### src/hw/rtl/npm_queue.sv
// Two-entry queue between the front end and the back end.
`default_nettype none

module npm_queue #(
    parameter int WIDTH = 8
) (
    input  wire logic             clk,
    input  wire logic             rst_n,
    input  wire logic             push,
    input  wire logic [WIDTH-1:0] push_data,
    output logic                  full,
    input  wire logic             pop,
    output logic                  pop_valid,
    output logic [WIDTH-1:0]      pop_data
);

    localparam int DEPTH = 2;

    logic [WIDTH-1:0] entry_reg [DEPTH];
    logic             wr_ptr_reg;
    logic             wr_ptr_next;
    logic             rd_ptr_reg;
    logic             rd_ptr_next;
    logic [1:0]       count_reg;
    logic [1:0]       count_next;

    assign full      = (count_reg == 2'(DEPTH));
    assign pop_valid = (count_reg != 2'd0);
    assign pop_data  = entry_reg[rd_ptr_reg];

    always_comb
    begin
        wr_ptr_next = push ? !wr_ptr_reg : wr_ptr_reg;
        rd_ptr_next = pop ? !rd_ptr_reg : rd_ptr_reg;
        count_next  = count_reg + 2'(push) - 2'(pop);
    end

    always_ff @(posedge clk)
    begin
        if (push)
        begin
            entry_reg[wr_ptr_reg] <= push_data;
        end
    end

    always_ff @(posedge clk or negedge rst_n)
    begin
        if (!rst_n)
        begin
            wr_ptr_reg <= 1'b0;
            rd_ptr_reg <= 1'b0;
            count_reg  <= 2'd0;
        end
        else
        begin
            wr_ptr_reg <= wr_ptr_next;
            rd_ptr_reg <= rd_ptr_next;
            count_reg  <= count_next;
        end
    end

`ifndef SYNTHESIS
    a_no_overflow: assert property (@(posedge clk) disable iff (!rst_n)
        full |-> !push)
        else $error("queue written while full");

    a_no_underflow: assert property (@(posedge clk) disable iff (!rst_n)
        !pop_valid |-> !pop)
        else $error("queue read while empty");

    a_count_bound: assert property (@(posedge clk) disable iff (!rst_n)
        count_reg <= 2'(DEPTH))
        else $error("queue count beyond depth");
`endif

endmodule

`default_nettype wire

### config.mk
export PLATFORM = sky130hd
export DESIGN_NAME = npm_queue
export DESIGN_NICKNAME = d
export VERILOG_FILES = /design/src/hw/rtl/npm_queue.sv
export SDC_FILE = /design/constraint.sdc
export NUM_CORES = 1
export LEC_CHECK = 0
export ABC_AREA = 1
export BUFFER_PORTS_ARGS = -buffer_cell sky130_fd_sc_hd__buf_2
export CAP_MARGIN = 0
export CORE_ASPECT_RATIO = 1.2
export CORE_MARGIN = 2
export CORE_UTILIZATION = 49
export DETAILED_ROUTE_END_ITERATION = 8
export PLACE_DENSITY = 0.73
export REMOVE_ABC_BUFFERS = 1
export SLEW_MARGIN = 20
export SYNTH_ARGS = -nofsm -noshare
export SYNTH_HDL_FRONTEND = slang
export SYNTH_SLANG_ARGS = --single-unit
### constraint.sdc
create_clock -name clk -period 1.3 [get_ports clk]
set_input_delay 0.13 -clock clk [delete_from_list [all_inputs] [get_ports clk]]
set_output_delay 0.13 -clock clk [all_outputs]
set_load 0.02 [all_outputs]
==> impl_metrics.yaml <==
status:
  status: "completed"
clocking:
  clock_insertion_delay_worst_skew_ps: 300
  number_of_cts_inserted_buffers: 3
  clk_path_buf_depth: 2
  numClockSinks: 20
  tritoncts: "yes"
  clock_tree.root_cell: "clkbuf_4"
  cts.reportedPaths.clkPinSlew_ps: 120
  cts_htree_levels: 1
yosys:
  synth_common_cells: "edfxtp_1, inv_1, nand2_1"
  seq_area_frac_synth_pct: 69.9
  yosysWarnings: 0
  synth_enable_flop_cells: 16
  synth.cell_area_um2: 831
  asyncSetResetFlopFracSynth_pct: 20.0
  yosys.cell_count.top_type: "edfxtp_1"
  post_synth_inst_count: 67
  synth_seq_cells: 20
  netlist_top_cells_area: "edfxtp_1, dfrtp_1, inv_1"
  yosysUniqueCellTypes: 12
  ys_dominant_reg_cell: "edfxtp_1"
  netlist.top_cell.by_area: "edfxtp_1"
  post_synth.cell_area_avg_um2: 12.4
  synth_top_area_share_pct: 57.8
pwr:
  power_density_relative_to_cell_area_mw_per_mm2: 2280
  total_power_uw: 2550
  power.ir.vdd_worst_uv: 1310
  total_leakage_power_uw: 0.000519
place:
  detailedPlacementHpwl_um: 833
  port_buffers: 21
  place_congestion: 0.598
  placed_cell_area_um2: 935
  pre_cts_ws_ps: 94.8
timing:
  min_period_over_period_pct: 99.9
  slew_headroom_pct: 78.9
  setup_violations: 0
  report.final.hold_viol_count: 0
  fin_hold_ws_ps: 11.2
  drv_slew: 0
  fin_worst_skew_ps: 13.7
  maximum_operating_frequency_mhz: 770
  fin_setup_tns_ps: 0
  finalWorstSetupSlack_ps: 1.60
  grt_setup_unrepaired: "yes"
  worst_pin_slew_ps: 316
  finalCriticalPeriod_ps: 1300
worst_setup_path:
  worstReg2RegStart: "count_reg[0]"
  cp.arrival_ps: 1170
  critical_path_class: "flip-flop to primary output"
  startpoint_class_of_the_critical_path: "flip-flop"
  worstSetupEndpointType: "primary output"
  critPathLaunch: "rd_ptr_reg"
  worst-endpoint-required_ps: 1170
  critPathMaxFanout: 8
global_routing:
  grt_max_degree: 13
  global_route.usage.total_pct: 14.9
  grt_pass1_vias: 553
  grt_pass1_wl_mm: 2.26
  global_route.overflow_total: 0
  antenna_found_initial: 0
detailed_routing:
  detailedRoute.firstIterationViolations: 2
  route.vias.total: 525
  via_per_inst: 4.57
  postRouteAntennaNets: 0
  post-route-drc-count: 0
  detail_route.first_pass.iterations: 4
  wirelength_mm: 1.30
  detail_route.wl_per_cell_um: 11.3
layout:
  layout-drive-gt1-share_pct: 40.2
  largest_register_ffs: 16
  non_filler_cell_area_final_mm2: 0.00112
  nets: 112
  antenna_cells: 0
  layout-area-overhead-vs-synth_pct: 34.6
  nFillCells: 123
die:
  die_width_um: 41.6
  start_util_pct: 51.2
  die_area_mm2: 0.00204
  design.portCount: 22
  dieHeight_um: 49.1
  num_rows: 16
  floorplan.core_area_mm2: 0.00162
flow_run:
  max_capacitance_violation_count: 0
min_path:
  min_path_type: "input port to flip-flop"
  min_from: "push_data[6]"
-- worst max-delay path, cell delays in order (launching register included) --
cell     delay (ps)
dfrtp_2         430
buf_6           150
o21ai_4         150
buf_6           130
-- cell families (layout without fill, tap and decap cells) --
logic type      Yosys count  in the layout  share of synthesized area [%]
flops                    20             20                           69.9
buf+inv                  17             47                           10.5
fa+ha+maj                 2              2                           3.01
xor+xnor                  2              2                           2.11
simple gates             18             18                           8.28
compound gates            8              8                           6.17
-- stage by stage --
step	utilization (%)	cells
finish	69.0	115
global route	69.0	115
CTS	64.7	114
detailed placement	57.6	105
global placement	57.6	105
floorplan	-	65
-- final timing paths --
check | end | slack (ps) | depth (start not counted)
min in group asynchronous | rd_ptr_reg | 140 | 2
worst min-delay path | entry_reg[0][6] | 10 | 1
worst max-delay path | pop_data[6] | 2 | 3
worst min register to register | wr_ptr_reg | 510 | 1
worst max register to register | count_reg[1] | 170 | 7
max in group asynchronous | wr_ptr_reg | 1020 | 2
-- placed cells by master, fill, tap and decap left out --
cell type      netlist  final
edfxtp_1            16     16
inv_1               15     15
nand2_1             15     13
buf_2                0     12
o21ai_2              3      6
buf_6                1      6
buf_4                0      6
dlygate4sd3_1        0      4
clkbuf_4             0      3
dfrtp_1              4      3
nand2_2              0      2
nor2_1               2      2
xor2_1               2      2
nand3_1              1      1
o21ai_4              0      1
o21ai_1              0      1
ha_1                 2      1
ha_2                 0      1
bufinv_16            0      1
dfrtp_2              0      1
-- power by group --
group	switching (uW)	internal [uW]	leakage (uW)
Sequential	63.9	872	0.000196
Clock	187	312	0.0000279
Combinational	628	490	0.000295
Total	879	1670	0.000519
-- timing repair --
action | 4_1_cts | 5_1_grt
hold buffers | 2 | 2
setup buffers | 3 | 0
resized for setup | 13 | 16
gates cloned | 0 | 0
hold endpoints to repair | 5 | 4
setup endpoints to repair | 8 | 9
-- layer usage --
metal / part of all wire [%] / wire length (um) / vias up / GRT usage (%)
met5: 0 / 0 / - / 0
met4: 0.93 / 12 / 0 / 8.06
met3: 3.9 / 51 / 2 / 2.22
met2: 53 / 682 / 15 / 26.0
met1: 42 / 550 / 236 / 17.2
li1: - / - / 272 / -
-- cell type report --
cell class	instances	area, um^2	share of cell area, %
Clock buffer	3	22.5	2.01
Clock inverter	1	30.0	2.68
Inverter	15	56.3	5.03
Multi-Input combinational cell	30	193	17.2
Sequential cell	20	582	52.0
Tap cell	18	22.5	2.01
Timing Repair Buffer	28	213	19.0
(Power assumes the default switching activity.)
