<file path="src/hw/rtl/npm_pkg.sv">
// Shared types, opcodes and default sizes for the NFA prefix matcher.
`default_nettype none

package npm_pkg;

    // Default sizes handed to the top-level parameters.
    localparam int NUM_STATES_DEF    = 8;
    localparam int ALPHABET_SIZE_DEF = 256;
    localparam int LEN_BITS_DEF      = 16;

    // Fixed widths of the transaction fields.
    localparam int OUT_LEN_W = 16;
    localparam int CFG_W     = 8;
    localparam int OP_W      = 2;

    typedef enum logic [OP_W-1:0] {
        OP_RESTART = 2'd0,
        OP_WRITE   = 2'd1,
        OP_SYMBOL  = 2'd2,
        OP_NOP     = 2'd3
    } opcode_t;

    typedef struct packed {
        opcode_t    opcode;
        logic [7:0] symbol_code;
        logic [2:0] from_state;
        logic [7:0] next_mask;
    } item_t;

    typedef struct packed {
        logic                 accepted_now;
        logic                 halted;
        logic [OUT_LEN_W-1:0] consumed_len;
        logic [OUT_LEN_W-1:0] shortest_len;
        logic                 shortest_valid;
        logic [OUT_LEN_W-1:0] longest_len;
        logic                 longest_valid;
    } result_t;

endpackage

`default_nettype wire

</file>
<file path="src/hw/rtl/npm_back.sv">
// Back end: steps the active state set, keeps the lengths and holds the result.
`default_nettype none

module npm_back #(
    parameter int NUM_STATES = npm_pkg::NUM_STATES_DEF,
    parameter int LEN_BITS   = npm_pkg::LEN_BITS_DEF
) (
    input  wire logic                                       clk,
    input  wire logic                                       rst_n,
    input  wire logic [NUM_STATES-1:0]                      accept_mask,
    input  wire logic                                       q_valid,
    input  wire logic [npm_pkg::OP_W+NUM_STATES*NUM_STATES-1:0] q_data,
    output logic                                            pop,
    output logic                                            result_valid,
    input  wire logic                                       result_stall,
    output npm_pkg::result_t                                result
);

    localparam int WORD_W = NUM_STATES * NUM_STATES;
    localparam int OW     = npm_pkg::OUT_LEN_W;

    logic [NUM_STATES-1:0] act_reg;
    logic [NUM_STATES-1:0] act_next;
    logic [LEN_BITS-1:0]   len_reg;
    logic [LEN_BITS-1:0]   len_next;
    logic [LEN_BITS-1:0]   first_len_reg;
    logic [LEN_BITS-1:0]   first_len_next;
    logic                  first_seen_reg;
    logic                  first_seen_next;
    logic [LEN_BITS-1:0]   last_len_reg;
    logic [LEN_BITS-1:0]   last_len_next;
    logic                  last_seen_reg;
    logic                  last_seen_next;
    logic                  out_valid_reg;
    logic                  out_valid_next;
    npm_pkg::result_t      out_item_reg;
    npm_pkg::result_t      out_item_next;

    npm_pkg::opcode_t      op;
    logic [WORD_W-1:0]     word;
    logic [NUM_STATES-1:0] gather;
    logic                  stepped;
    logic                  accepting;

    assign pop          = q_valid && (!out_valid_reg || !result_stall);
    assign result_valid = out_valid_reg;
    assign result       = out_item_reg;

    always_comb
    begin
        op   = npm_pkg::opcode_t'(q_data[WORD_W +: npm_pkg::OP_W]);
        word = q_data[WORD_W-1:0];

        gather = '0;
        for (int s = 0; s < NUM_STATES; s++)
        begin
            if (act_reg[s])
            begin
                gather = gather | word[s*NUM_STATES +: NUM_STATES];
            end
        end

        act_next        = act_reg;
        len_next        = len_reg;
        first_len_next  = first_len_reg;
        first_seen_next = first_seen_reg;
        last_len_next   = last_len_reg;
        last_seen_next  = last_seen_reg;
        stepped         = 1'b0;

        case (op)
            npm_pkg::OP_RESTART:
            begin
                act_next        = NUM_STATES'(1);
                len_next        = '0;
                first_len_next  = '0;
                first_seen_next = 1'b0;
                last_len_next   = '0;
                last_seen_next  = 1'b0;
                stepped         = 1'b1;
            end
            npm_pkg::OP_SYMBOL:
            begin
                // Once halted, further symbols leave everything as it is.
                if (act_reg != '0)
                begin
                    act_next = gather;
                    if (len_reg != {LEN_BITS{1'b1}})
                    begin
                        len_next = len_reg + LEN_BITS'(1);
                    end
                    stepped = 1'b1;
                end
            end
            default:
            begin
            end
        endcase

        accepting = |(act_next & accept_mask);
        if (stepped && accepting)
        begin
            if (!first_seen_next)
            begin
                first_seen_next = 1'b1;
                first_len_next  = len_next;
            end
            last_seen_next = 1'b1;
            last_len_next  = len_next;
        end

        out_item_next.accepted_now   = accepting;
        out_item_next.halted         = (act_next == '0);
        out_item_next.consumed_len   = OW'(len_next);
        out_item_next.shortest_len   = first_seen_next ? OW'(first_len_next) : '0;
        out_item_next.shortest_valid = first_seen_next;
        out_item_next.longest_len    = last_seen_next ? OW'(last_len_next) : '0;
        out_item_next.longest_valid  = last_seen_next;

        if (pop)
        begin
            out_valid_next = 1'b1;
        end
        else if (!result_stall)
        begin
            out_valid_next = 1'b0;
        end
        else
        begin
            out_valid_next = out_valid_reg;
        end
    end

    always_ff @(posedge clk)
    begin
        if (pop)
        begin
            out_item_reg <= out_item_next;
        end
    end

    always_ff @(posedge clk or negedge rst_n)
    begin
        if (!rst_n)
        begin
            act_reg        <= NUM_STATES'(1);
            len_reg        <= '0;
            first_len_reg  <= '0;
            first_seen_reg <= 1'b0;
            last_len_reg   <= '0;
            last_seen_reg  <= 1'b0;
            out_valid_reg  <= 1'b0;
        end
        else
        begin
            if (pop)
            begin
                act_reg        <= act_next;
                len_reg        <= len_next;
                first_len_reg  <= first_len_next;
                first_seen_reg <= first_seen_next;
                last_len_reg   <= last_len_next;
                last_seen_reg  <= last_seen_next;
            end
            out_valid_reg <= out_valid_next;
        end
    end

`ifndef SYNTHESIS
    a_halt_not_accepting: assert property (@(posedge clk) disable iff (!rst_n)
        (out_valid_reg && out_item_reg.halted) |-> !out_item_reg.accepted_now)
        else $error("halted result reports acceptance");

    a_prefix_order: assert property (@(posedge clk) disable iff (!rst_n)
        out_valid_reg |-> ((out_item_reg.shortest_valid == out_item_reg.longest_valid)
                           && (out_item_reg.shortest_len <= out_item_reg.longest_len)))
        else $error("shortest and longest prefix disagree");

    a_halt_sticks: assert property (@(posedge clk) disable iff (!rst_n)
        (pop && (op == npm_pkg::OP_SYMBOL) && (act_reg == '0)) |=> (act_reg == '0))
        else $error("symbol revived a halted automaton");

    a_result_held: assert property (@(posedge clk) disable iff (!rst_n)
        (out_valid_reg && result_stall) |=> (out_valid_reg && $stable(out_item_reg)))
        else $error("stalled result was overwritten");
`endif

endmodule

`default_nettype wire
</file>
<file path="config.mk">
export PLATFORM = sky130hd
export DESIGN_NAME = npm_back
export DESIGN_NICKNAME = d
export VERILOG_FILES = /design/src/hw/rtl/npm_pkg.sv /design/src/hw/rtl/npm_back.sv
export SDC_FILE = /design/constraint.sdc
export NUM_CORES = 1
export LEC_CHECK = 0
export ABC_AREA = 1
export BUFFER_PORTS_ARGS = -buffer_cell sky130_fd_sc_hd__buf_2
export CORE_MARGIN = 5
export CORE_UTILIZATION = 50
export CTS_CLUSTER_DIAMETER = 150
export DETAILED_ROUTE_END_ITERATION = 7
export PLACE_DENSITY = 0.74
export SKIP_CTS_REPAIR_TIMING = 1
export SLEW_MARGIN = 40
export SYNTH_ARGS = -nofsm -noshare
export SYNTH_HDL_FRONTEND = slang
export SYNTH_SLANG_ARGS = --single-unit
</file>
<file path="constraint.sdc">
create_clock -name clk -period 9.3 [get_ports clk]
set_input_delay 0 -clock clk [delete_from_list [all_inputs] [get_ports clk]]
set_output_delay 0 -clock clk [all_outputs]
set_load 0.02 [all_outputs]
</file>
==> results of run 1 <==
worst paths after layout:
path,start,endpoint,slack (ns),cells after the start
setup / recovery,act_reg[6]$_DFFE_PN0P_,result[4]$_SDFFCE_PN0P_,6.49,14
hold / removal,accept_mask[4],result[51]$_DFFE_PP_,0.09,5
setup reg to reg,act_reg[6]$_DFFE_PN0P_,result[4]$_SDFFCE_PN0P_,6.49,14
hold reg to reg,last_len_reg[0]$_DFFE_PN0P_,last_len_reg[0]$_DFFE_PN0P_,0.48,2
max in group asynchronous,rst_n,act_reg[3]$_DFFE_PN0P_,8.64,3
min in group asynchronous,rst_n,last_len_reg[9]$_DFFE_PN0P_,0.26,3
cell families (layout without fill, tap and decap cells):
group | count (synthesis) | in the layout | share of synthesized area [%]
xor gates and xnor gates | 7 | 7 | 0.995
DFF | 111 | 111 | 49.3
buffers and inverters | 80 | 190 | 6.49
adders and majority gates | 1 | 1 | 0.203
AOI/OAI and AO/OA | 47 | 47 | 4.51
and+or+nand+nor | 582 | 582 | 38.5
Yosys cell counts, types with 2 or more instances:
| cell type | instances |
|---|---|
| sky130_fd_sc_hd__a21oi_1 | 4 |
| sky130_fd_sc_hd__o211ai_1 | 6 |
| sky130_fd_sc_hd__xor2_1 | 6 |
| sky130_fd_sc_hd__buf_2 | 11 |
| sky130_fd_sc_hd__nand2_2 | 6 |
| sky130_fd_sc_hd__nor2_2 | 2 |
| sky130_fd_sc_hd__inv_2 | 2 |
| sky130_fd_sc_hd__nand4_1 | 11 |
| sky130_fd_sc_hd__clkbuf_1 | 18 |
| sky130_fd_sc_hd__nor3_1 | 3 |
| sky130_fd_sc_hd__dfrtp_1 | 58 |
| sky130_fd_sc_hd__o22ai_1 | 8 |
| sky130_fd_sc_hd__buf_1 | 2 |
| sky130_fd_sc_hd__a31oi_1 | 11 |
| sky130_fd_sc_hd__nand3_1 | 91 |
| sky130_fd_sc_hd__nor2_1 | 72 |
| sky130_fd_sc_hd__nand2_1 | 392 |
| sky130_fd_sc_hd__nor2_4 | 2 |
| sky130_fd_sc_hd__o21ai_0 | 16 |
| sky130_fd_sc_hd__buf_4 | 5 |
| sky130_fd_sc_hd__inv_1 | 33 |
| sky130_fd_sc_hd__edfxtp_1 | 52 |
| sky130_fd_sc_hd__buf_6 | 9 |
cell type report:
cell class                 instances  area (um2)
tap                              168         210
multi-input combinational        637        2730
inverter                          35         134
fill                            1121        4900
clock buffer                       9         225
sequential                       111        3040
clock inverter                     7        96.3
timing repair buffer             139         724
layer usage:
layer  vias to the layer above  wire (um)
met5                         -          0
met4                         0        256
met3                        22       1160
met2                       213       7760
met1                      2671       7390
li1                       2892          -
worst reg2reg max path, delay by kind of cell, from the launching register on:
kind	cells	cell delay, ns
AOI/OAI and AO/OA	1	0.18
buffers and inverters	1	0.29
DFF	1	0.51
and+or+nand+nor	12	1.57
power breakdown:
part / leakage, uW / internal (uW) / total [uW] / switching [uW]
logic: 0.00228 / 133 / 392 / 259
registers: 0.00125 / 609 / 683 / 73.3
clock network: 0.000150 / 237 / 419 / 183
stage by stage:
stage	worst slack, ns	util (%)
6_report	6.49	59.3
5_1_grt	6.24	59.3
4_1_cts	6.50	59.1
3_5_place_dp	6.52	56.5
3_3_place_gp	6.57	56.5
2_1_floorplan	6.03	-
==> results by stage, run 1 <==
Status:
- The run finished with clean final reports.

Synth:
- The share of synthesized flip-flops with an asynchronous set or reset is 53.2%.
- The register bit count reported by yosys is 111.
- Yosys printed 0 warnings.
- The share of synthesized area in the top cell type comes to about a quarter.
- Of the synthesized area, sequential elements account for about half.
- The synthesized design contains between 50 and 60 enable-type register cells.
- The cell count after synthesis is 828.
- In the synthesized netlist the dominant register cell turns out to be sky130_fd_sc_hd__dfrtp_1.
- The biggest area consumer among synthesized cells is sky130_fd_sc_hd__edfxtp_1.
- The average size of a mapped cell is 7.45 um2.
- Synthesis instantiated 31 different standard cells from the library.
- The post-synthesis net count is just over 900.
- The synthesized netlist occupies a cell area of 6160 um2.
- By area the synthesized netlist is led by sky130_fd_sc_hd__edfxtp_1 25%, sky130_fd_sc_hd__nand2_1 24%, sky130_fd_sc_hd__dfrtp_1 24%, sky130_fd_sc_hd__nand3_1 7.4%, sky130_fd_sc_hd__nor2_1 4.4%.

Global routing:
- In the global route stage, met2 resource usage came out at roughly 37%.
- The met3 demand-to-capacity share in global routing is 5.22%.
- For met1 alone, demand over resource in global routing was a little under a third.
- The combined global-route utilization of all metal layers is 22.9%.
- The global routing stage identified its most utilized layer as met2.
- The pin count of the biggest net entering global routing is ~70.
- The initial antenna violation count is 0.
- The number of global-route vias before repair is roughly 5400.
- The total congestion overflow is 0.
- The first global-routing pass estimated 26800 um of wire.

Route:
- The count of TritonRoute iterations in the first routing pass is 5.
- The post-detailed-routing wire length is roughly 17000 um.
- The wire length per cell after detailed routing is 15.0 um.
- The number of routed nets with antenna violations is 0.
- The detailed router finished its first iteration with approximately 560 violations.
- In the routed layout, each cell is associated on average with a via count of ~5.2.
- The detailed router placed approximately 5800 vias in this run.
- The detailed-route DRC error count is 0.

Place:
- The cell total after placement is 1088.
- The standard cell area after detailed placement is 6810 um2.
- The congestion estimate from routability-driven global placement came to roughly 0.89.
- The total half-perimeter wirelength after legalization and detailed placement is around 11000 um.
- The number of I/O port buffers is 131.

Clocking:
- The clock latency on the worst-skew pair is between 0.3 and 0.4 ns.
- The clock passes through at most 2 buffers.
- The number of sinks on the clock net is around 110.
- The H-tree level count is 3.
- The CTS buffer count is 9.
- Clock-pin slew was measured on the worst setup and hold paths at approximately 0.07 ns.
- TritonCTS built the clock tree.
- The root buffer cell chosen for the clock tree is sky130_fd_sc_hd__clkbuf_16.

Critical path:
- The arrival time at the worst endpoint is about 2.9 ns.
- STA classifies the critical path endpoint as a register.
- The count of buffering cells on the critical path with inverters included is 1.
- Grouping stages by cell kind, the critical path spends the most delay in simple AND/OR/NAND/NOR gates.
- In this design, the critical path's most frequently occurring cell is sky130_fd_sc_hd__nand2_1.
- STA puts the critical path data required time at 9.40 ns.
- The kind of critical path is register to register.
- In this run the worst path has a maximum fanout of 39.
- The highest-delay cell along the critical path is sky130_fd_sc_hd__nand2_2.
- The critical path goes through nand2_1 > nand2_1 > nor2_1 > nand2_1 > nand2_1 > nand2_1 > nand2_1 > nand2_1 > nor2_2 > nand2_2 > nand2_2 > o21ai_2 > inv_2 > nor2_1.
- The critical path launch point type is a register.
- The delay of the slowest cell on the worst path is 0.60 ns.

STA:
- The relative slew slack is between 40 and 50%.
- The tightest hold path in the finished design has a slack of approximately 0.088 ns.
- The total negative setup slack is 0 ns.
- Counting I/O delays and the setup requirement, the final critical path takes roughly 2.8 ns.
- Dividing the final minimum period by the clock period gives a little under a third.
- Setup repair after global routing left no endpoint under its margin.
- For the pin with the worst max-slew slack, the measured transition is just under 0.8 ns.
- Setup violations remaining at the end of the flow were counted as 0.
- The highest clock frequency the design can meet is 356 MHz.
- The number of max-slew violations in the final report came to 0.
- The worst clock skew is 0.00834 ns.
- The number of hold violations in the final report is 0.

Floorplanning:
- Once the floorplan was initialized, standard cells occupied about half of the core.
- approximately 130 I/O pins were placed.
- The initialized floorplan defines 40 standard-cell rows.
- The area of the die is ~15000 um2.
- The area of the placeable core is 12100 um2.
- The die width is about 120 um.
- The die outline height is between 100 and 150 um.

Power:
- IR analysis of the VDD net gives a maximum drop of around 0.17 mV.
- The cell leakage power is 0.00368 uW.
- The total power density per cell area is around 210 nW/um2.
- The power consumption is 1490 uW.

Final layout:
- Compared with the post-synthesis result, the final layout area differs by 16.1%.
- The repair_antennas step left the layout with diodes totalling 0.
- The final layout contains 1012 nets.
- The post-route netlist has roughly 18% of its cells at a drive strength greater than 1.
- The top cell types in the final layout, fill and taps aside, are 392 x sky130_fd_sc_hd__nand2_1, 131 x sky130_fd_sc_hd__buf_2, 91 x sky130_fd_sc_hd__nand3_1.
- The count of cells in the finished layout, fillers not included, comes to 1106.
- The number of flip-flops in the largest register is 52.
- The final instance area is between 7000 and 8000 um2.
- The leading cell type in the layout, fill and taps excluded is sky130_fd_sc_hd__nand2_1.

Worst hold path:
- The worst hold-check path type is input pin to register.

Job:
- Across the run, the number of max-cap violations was 0.
No activity file was read; power rests on OpenSTA's default activity.
==> run 2, diff against run 1 <==
Settings changed: ABC_AREA 1 to 0, CORE_UTILIZATION 50 to 48, PLACE_DENSITY 0.74 to 0.76.
Clock period 9.3 ns to 2.4 ns, I/O delays scaled along.
==> results by stage, run 2 <==
Status:
- The flow ran to the end, and the final reports show no timing, DRC or antenna violations.

STA:
- The total negative setup slack is 0 ns.
- At the pin with the least slew margin, the transition time is between 0.7 and 0.8 ns.
- Setup repair after global routing could not meet its margin everywhere.
- Clock skew on the completed layout was measured at between 0.009 and 0.01 ns.
- The number of hold violations in the final report was 0.
- The number of max-slew violations in the final report is 0.
- The highest clock frequency the design can meet is between 400 and 500 MHz.
- The relative slew slack is a little over half.
- In the finished design, the share of the clock period the worst path needs comes to between 90% and 100%.
- Setup violations remaining at the end of the flow were counted as 0.
- The clock period could shrink to between 2 and 2.5 ns.

Synth:
- The area share of the largest cell type after synthesis is roughly 30%.
- The register bit count reported by yosys is between 100 and 150.
- sky130_fd_sc_hd__nand2_1 is the most common cell in the netlist.
- The post-synthesis net count is between 500 and 600.
- The share of synthesized flip-flops with an asynchronous set or reset is between 50% and 60%.
- Yosys mapped the design onto between 50 and 60 distinct sky130hd cell types.
- In this run, synthesis inferred 52 flip-flops with an integrated enable.
- The cell count after synthesis is between 400 and 500.
- The biggest area contributor in the post-synthesis netlist is sky130_fd_sc_hd__edfxtp_1.
- By count the netlist is led by 63 x sky130_fd_sc_hd__nand2_1, 58 x sky130_fd_sc_hd__dfrtp_1, 52 x sky130_fd_sc_hd__edfxtp_1.
- By area the synthesized netlist is led by sky130_fd_sc_hd__edfxtp_1 29%, sky130_fd_sc_hd__dfrtp_1 27%, sky130_fd_sc_hd__a22oi_1 5.2%, sky130_fd_sc_hd__nand2_1 4.5%, sky130_fd_sc_hd__a22o_1 3.6%.
- For this run, the number of Yosys warnings is 0.
- The average instance in the mapped netlist occupies 11.5 um2.
- The predominant post-synthesis flop cell is sky130_fd_sc_hd__dfrtp_1.
- The sequential cell area fraction in the yosys report is between 50 and 60%.
- In this run the cell area of the synthesized design comes to between 5000 and 6000 um2.

Power:
- IR analysis of the VDD net gives a maximum drop of 0.494 mV.
- The analysis attributes to cell leakage a power of 0.00306 uW.
- Power spread over the standard cell area amounts to roughly 830 nW/um2.
- The power consumption is about 5700 uW.

Final layout:
- The number of flip-flops in the largest register is 52.
- The leading cell type in the layout, fill and taps excluded is sky130_fd_sc_hd__buf_2.
- The multi-input logic area is around 2100 um2.
- The share of cells above drive strength 1 is roughly two fifths.
- Counting the fill cells in the layout gives around 860.
- The sequential cells in the finished layout cover a total of 3050 um2.
- The total inserted antenna cells is 0.
- The final-stage net count is just over 700.
- In the layout the commonest cells are 131 x sky130_fd_sc_hd__buf_2, 61 x sky130_fd_sc_hd__nand2_1, 52 x sky130_fd_sc_hd__dfrtp_1, 52 x sky130_fd_sc_hd__edfxtp_1, 47 x sky130_fd_sc_hd__buf_4.
- Compared with the post-synthesis result, the final layout area differs by 28.6%.

Critical path:
- The cell count of the worst reg-to-reg path is 9.
- The critical path starts at act_reg[4]$_DFFE_PN0P_.
- Together, buffers and inverters on the worst path number 3.
- The critical path runs through a total of 9 cells.
- At the worst endpoint, the arrival time is approximately 2.5 ns.
- The worst setup path is of the register to register kind.
- For this run, the slowest stage of the critical path takes roughly 0.46 ns.
- Walking the worst path, the cells encountered are buf_6 > a222oi_1 > nand2_1 > o22ai_4 > a2bb2oi_4 > buf_12 > a31oi_4 > buf_6 > a22o_1.
- The kind of cell adding the most delay to the critical path is compound AO/OA/AOI/OAI gates.
- The kind of end point of the critical path is a register.
- At the worst endpoint, the required time is approximately 2.5 ns.
- The maximum fanout count along the critical path is 5.
- STA classifies the critical path startpoint as a register.
- The highest-delay cell along the critical path is sky130_fd_sc_hd__dfrtp_2.
- The startpoint of the worst-slack reg-to-reg timing path is act_reg[4]$_DFFE_PN0P_.
- The cell type with the highest occurrence count on the critical path is sky130_fd_sc_hd__buf_6.

Global routing:
- The total overflow left after global routing is 0.
- The number of global-route vias before repair was 4428.
- The combined global-route utilization of all metal layers is 21.3%.
- Entering global routing, the biggest net connects 44 pins.
- The initial antenna violation count came to 0.
- The first global-routing pass estimated 22300 um of wire.

Clocking:
- The clock latency on the worst-skew pair is approximately 0.38 ns.
- After clock tree synthesis, the clock-pin slew on the worst setup and hold paths is about 0.1 ns.
- The cell sitting at the root of the clock tree is a sky130_fd_sc_hd__clkbuf_8.
- Counting every sink on the clock net gives approximately 110.
- The CTS buffer count is 9.
- The H-tree level count is 3.
- The clock passes through at most 2 buffers.
- TritonCTS built the clock tree.

Route:
- The number of routed nets with antenna violations is 0.
- The wire length per cell after detailed routing is between 15 and 20 um.
- Summing over every cut layer, the via total after detailed routing is roughly 4500.
- The count of TritonRoute iterations in the first routing pass is 7.
- After detailed routing, the number of vias per cell comes to 5.75.
- For this block, the routed nets add up to roughly 14000 um of wire.
- In the routed design, unresolved DRC markers number 0.
- The number of DRC markers after the initial detailed-route iteration is between 300 and 400.

Floorplanning:
- The die is approximately 120 um tall.
- The die covers ~13000 um2.
- The number of placement rows is 38.
- Once the floorplan was initialized, standard cells occupied 49.0% of the core.
- The die width is ~120 um.
- The region available for standard cell placement spans roughly 11000 um2.
- The count of pins on the block boundary is between 100 and 150.

Worst hold path:
- The worst hold path passes through 3 cells.
- The tightest min-delay check is of the input pin to register type.
- The start point of the worst hold path is q_data[65].

Place:
- The final RePlAce weighted congestion is 0.905.
- The total half-perimeter wirelength after legalization and detailed placement is approximately 10000 um.
- The number of I/O port buffers is between 100 and 150.

Job:
- The max capacitance violation total is 0.
[run 2: metal layers]
| layer | global-route usage, % | wire length [um] |
|---|---|---|
| met1 | 27.3 | 5760 |
| met2 | 37.0 | 7230 |
| met3 | 4.42 | 914 |
| met4 | 5.79 | 250 |
| met5 | 0 | 0 |
[run 2: worst register-to-register path, cell delays in order (launching register included)]
cell and delay [ns]:
sky130_fd_sc_hd__dfrtp_2 0.46, sky130_fd_sc_hd__buf_6 0.15, sky130_fd_sc_hd__a222oi_1 0.32, sky130_fd_sc_hd__nand2_1 0.16, sky130_fd_sc_hd__o22ai_4 0.18, sky130_fd_sc_hd__a2bb2oi_4 0.21
sky130_fd_sc_hd__buf_12 0.14, sky130_fd_sc_hd__a31oi_4 0.15, sky130_fd_sc_hd__buf_6 0.17, sky130_fd_sc_hd__a22o_1 0.20
[run 2: cells by family after synthesis]
logic type / after synthesis / share of synthesized area, %
buf+inv: 47 / 4.33
mux: 2 / 0.424
simple gates: 138 / 13.3
fa+ha+maj: 1 / 0.235
xor+xnor: 11 / 1.81
flops: 111 / 57.2
compound gates: 151 / 22.7
[run 2: cell type report]
class                      count  share of cell area (%)
tap                          140                    2.56
inverter                      19                    1.10
timing repair buffer         191                    17.5
clock inverter                 5                   0.842
sequential                   111                    44.6
clock buffer                  11                    2.07
multi-input combinational    303                    31.4
[run 2: per-stage QoR]
step | utilization (%) | setup WS [ns] | instance area, um2 | cells | hold slack (ns)
global route | 63.0 | -0.0779 | 6830 | 780 | 0.00242
detailed placement | 58.8 | -0.0707 | 6370 | 749 | 0.105
global placement | 58.8 | -0.120 | 6370 | 749 | 0.0954
finish | 63.0 | 0.0106 | 6830 | 780 | 0.0155
floorplan | - | 0.0190 | 5320 | 461 | -0.296
CTS | 60.6 | -0.116 | 6570 | 765 | -0.308
[run 2: path summary, 6_finish.rpt]
check,endpoint,slack [ns]
worst max-delay path,result[13]$_SDFFCE_PN0P_,0.01
worst min-delay path,first_seen_reg$_DFFE_PN0P_,0.02
worst max register to register,result[13]$_SDFFCE_PN0P_,0.01
worst min register to register,first_len_reg[0]$_DFFE_PN0P_,0.50
max in group asynchronous,act_reg[0]$_DFFE_PN1P_,1.53
min in group asynchronous,last_seen_reg$_DFFE_PN0P_,0.11
[run 2: report_power, final]
part           leakage (uW)  switching (uW)  internal (uW)
Sequential          0.00131             207           2220
Combinational       0.00165            1210            935
Clock              0.000103             605            512
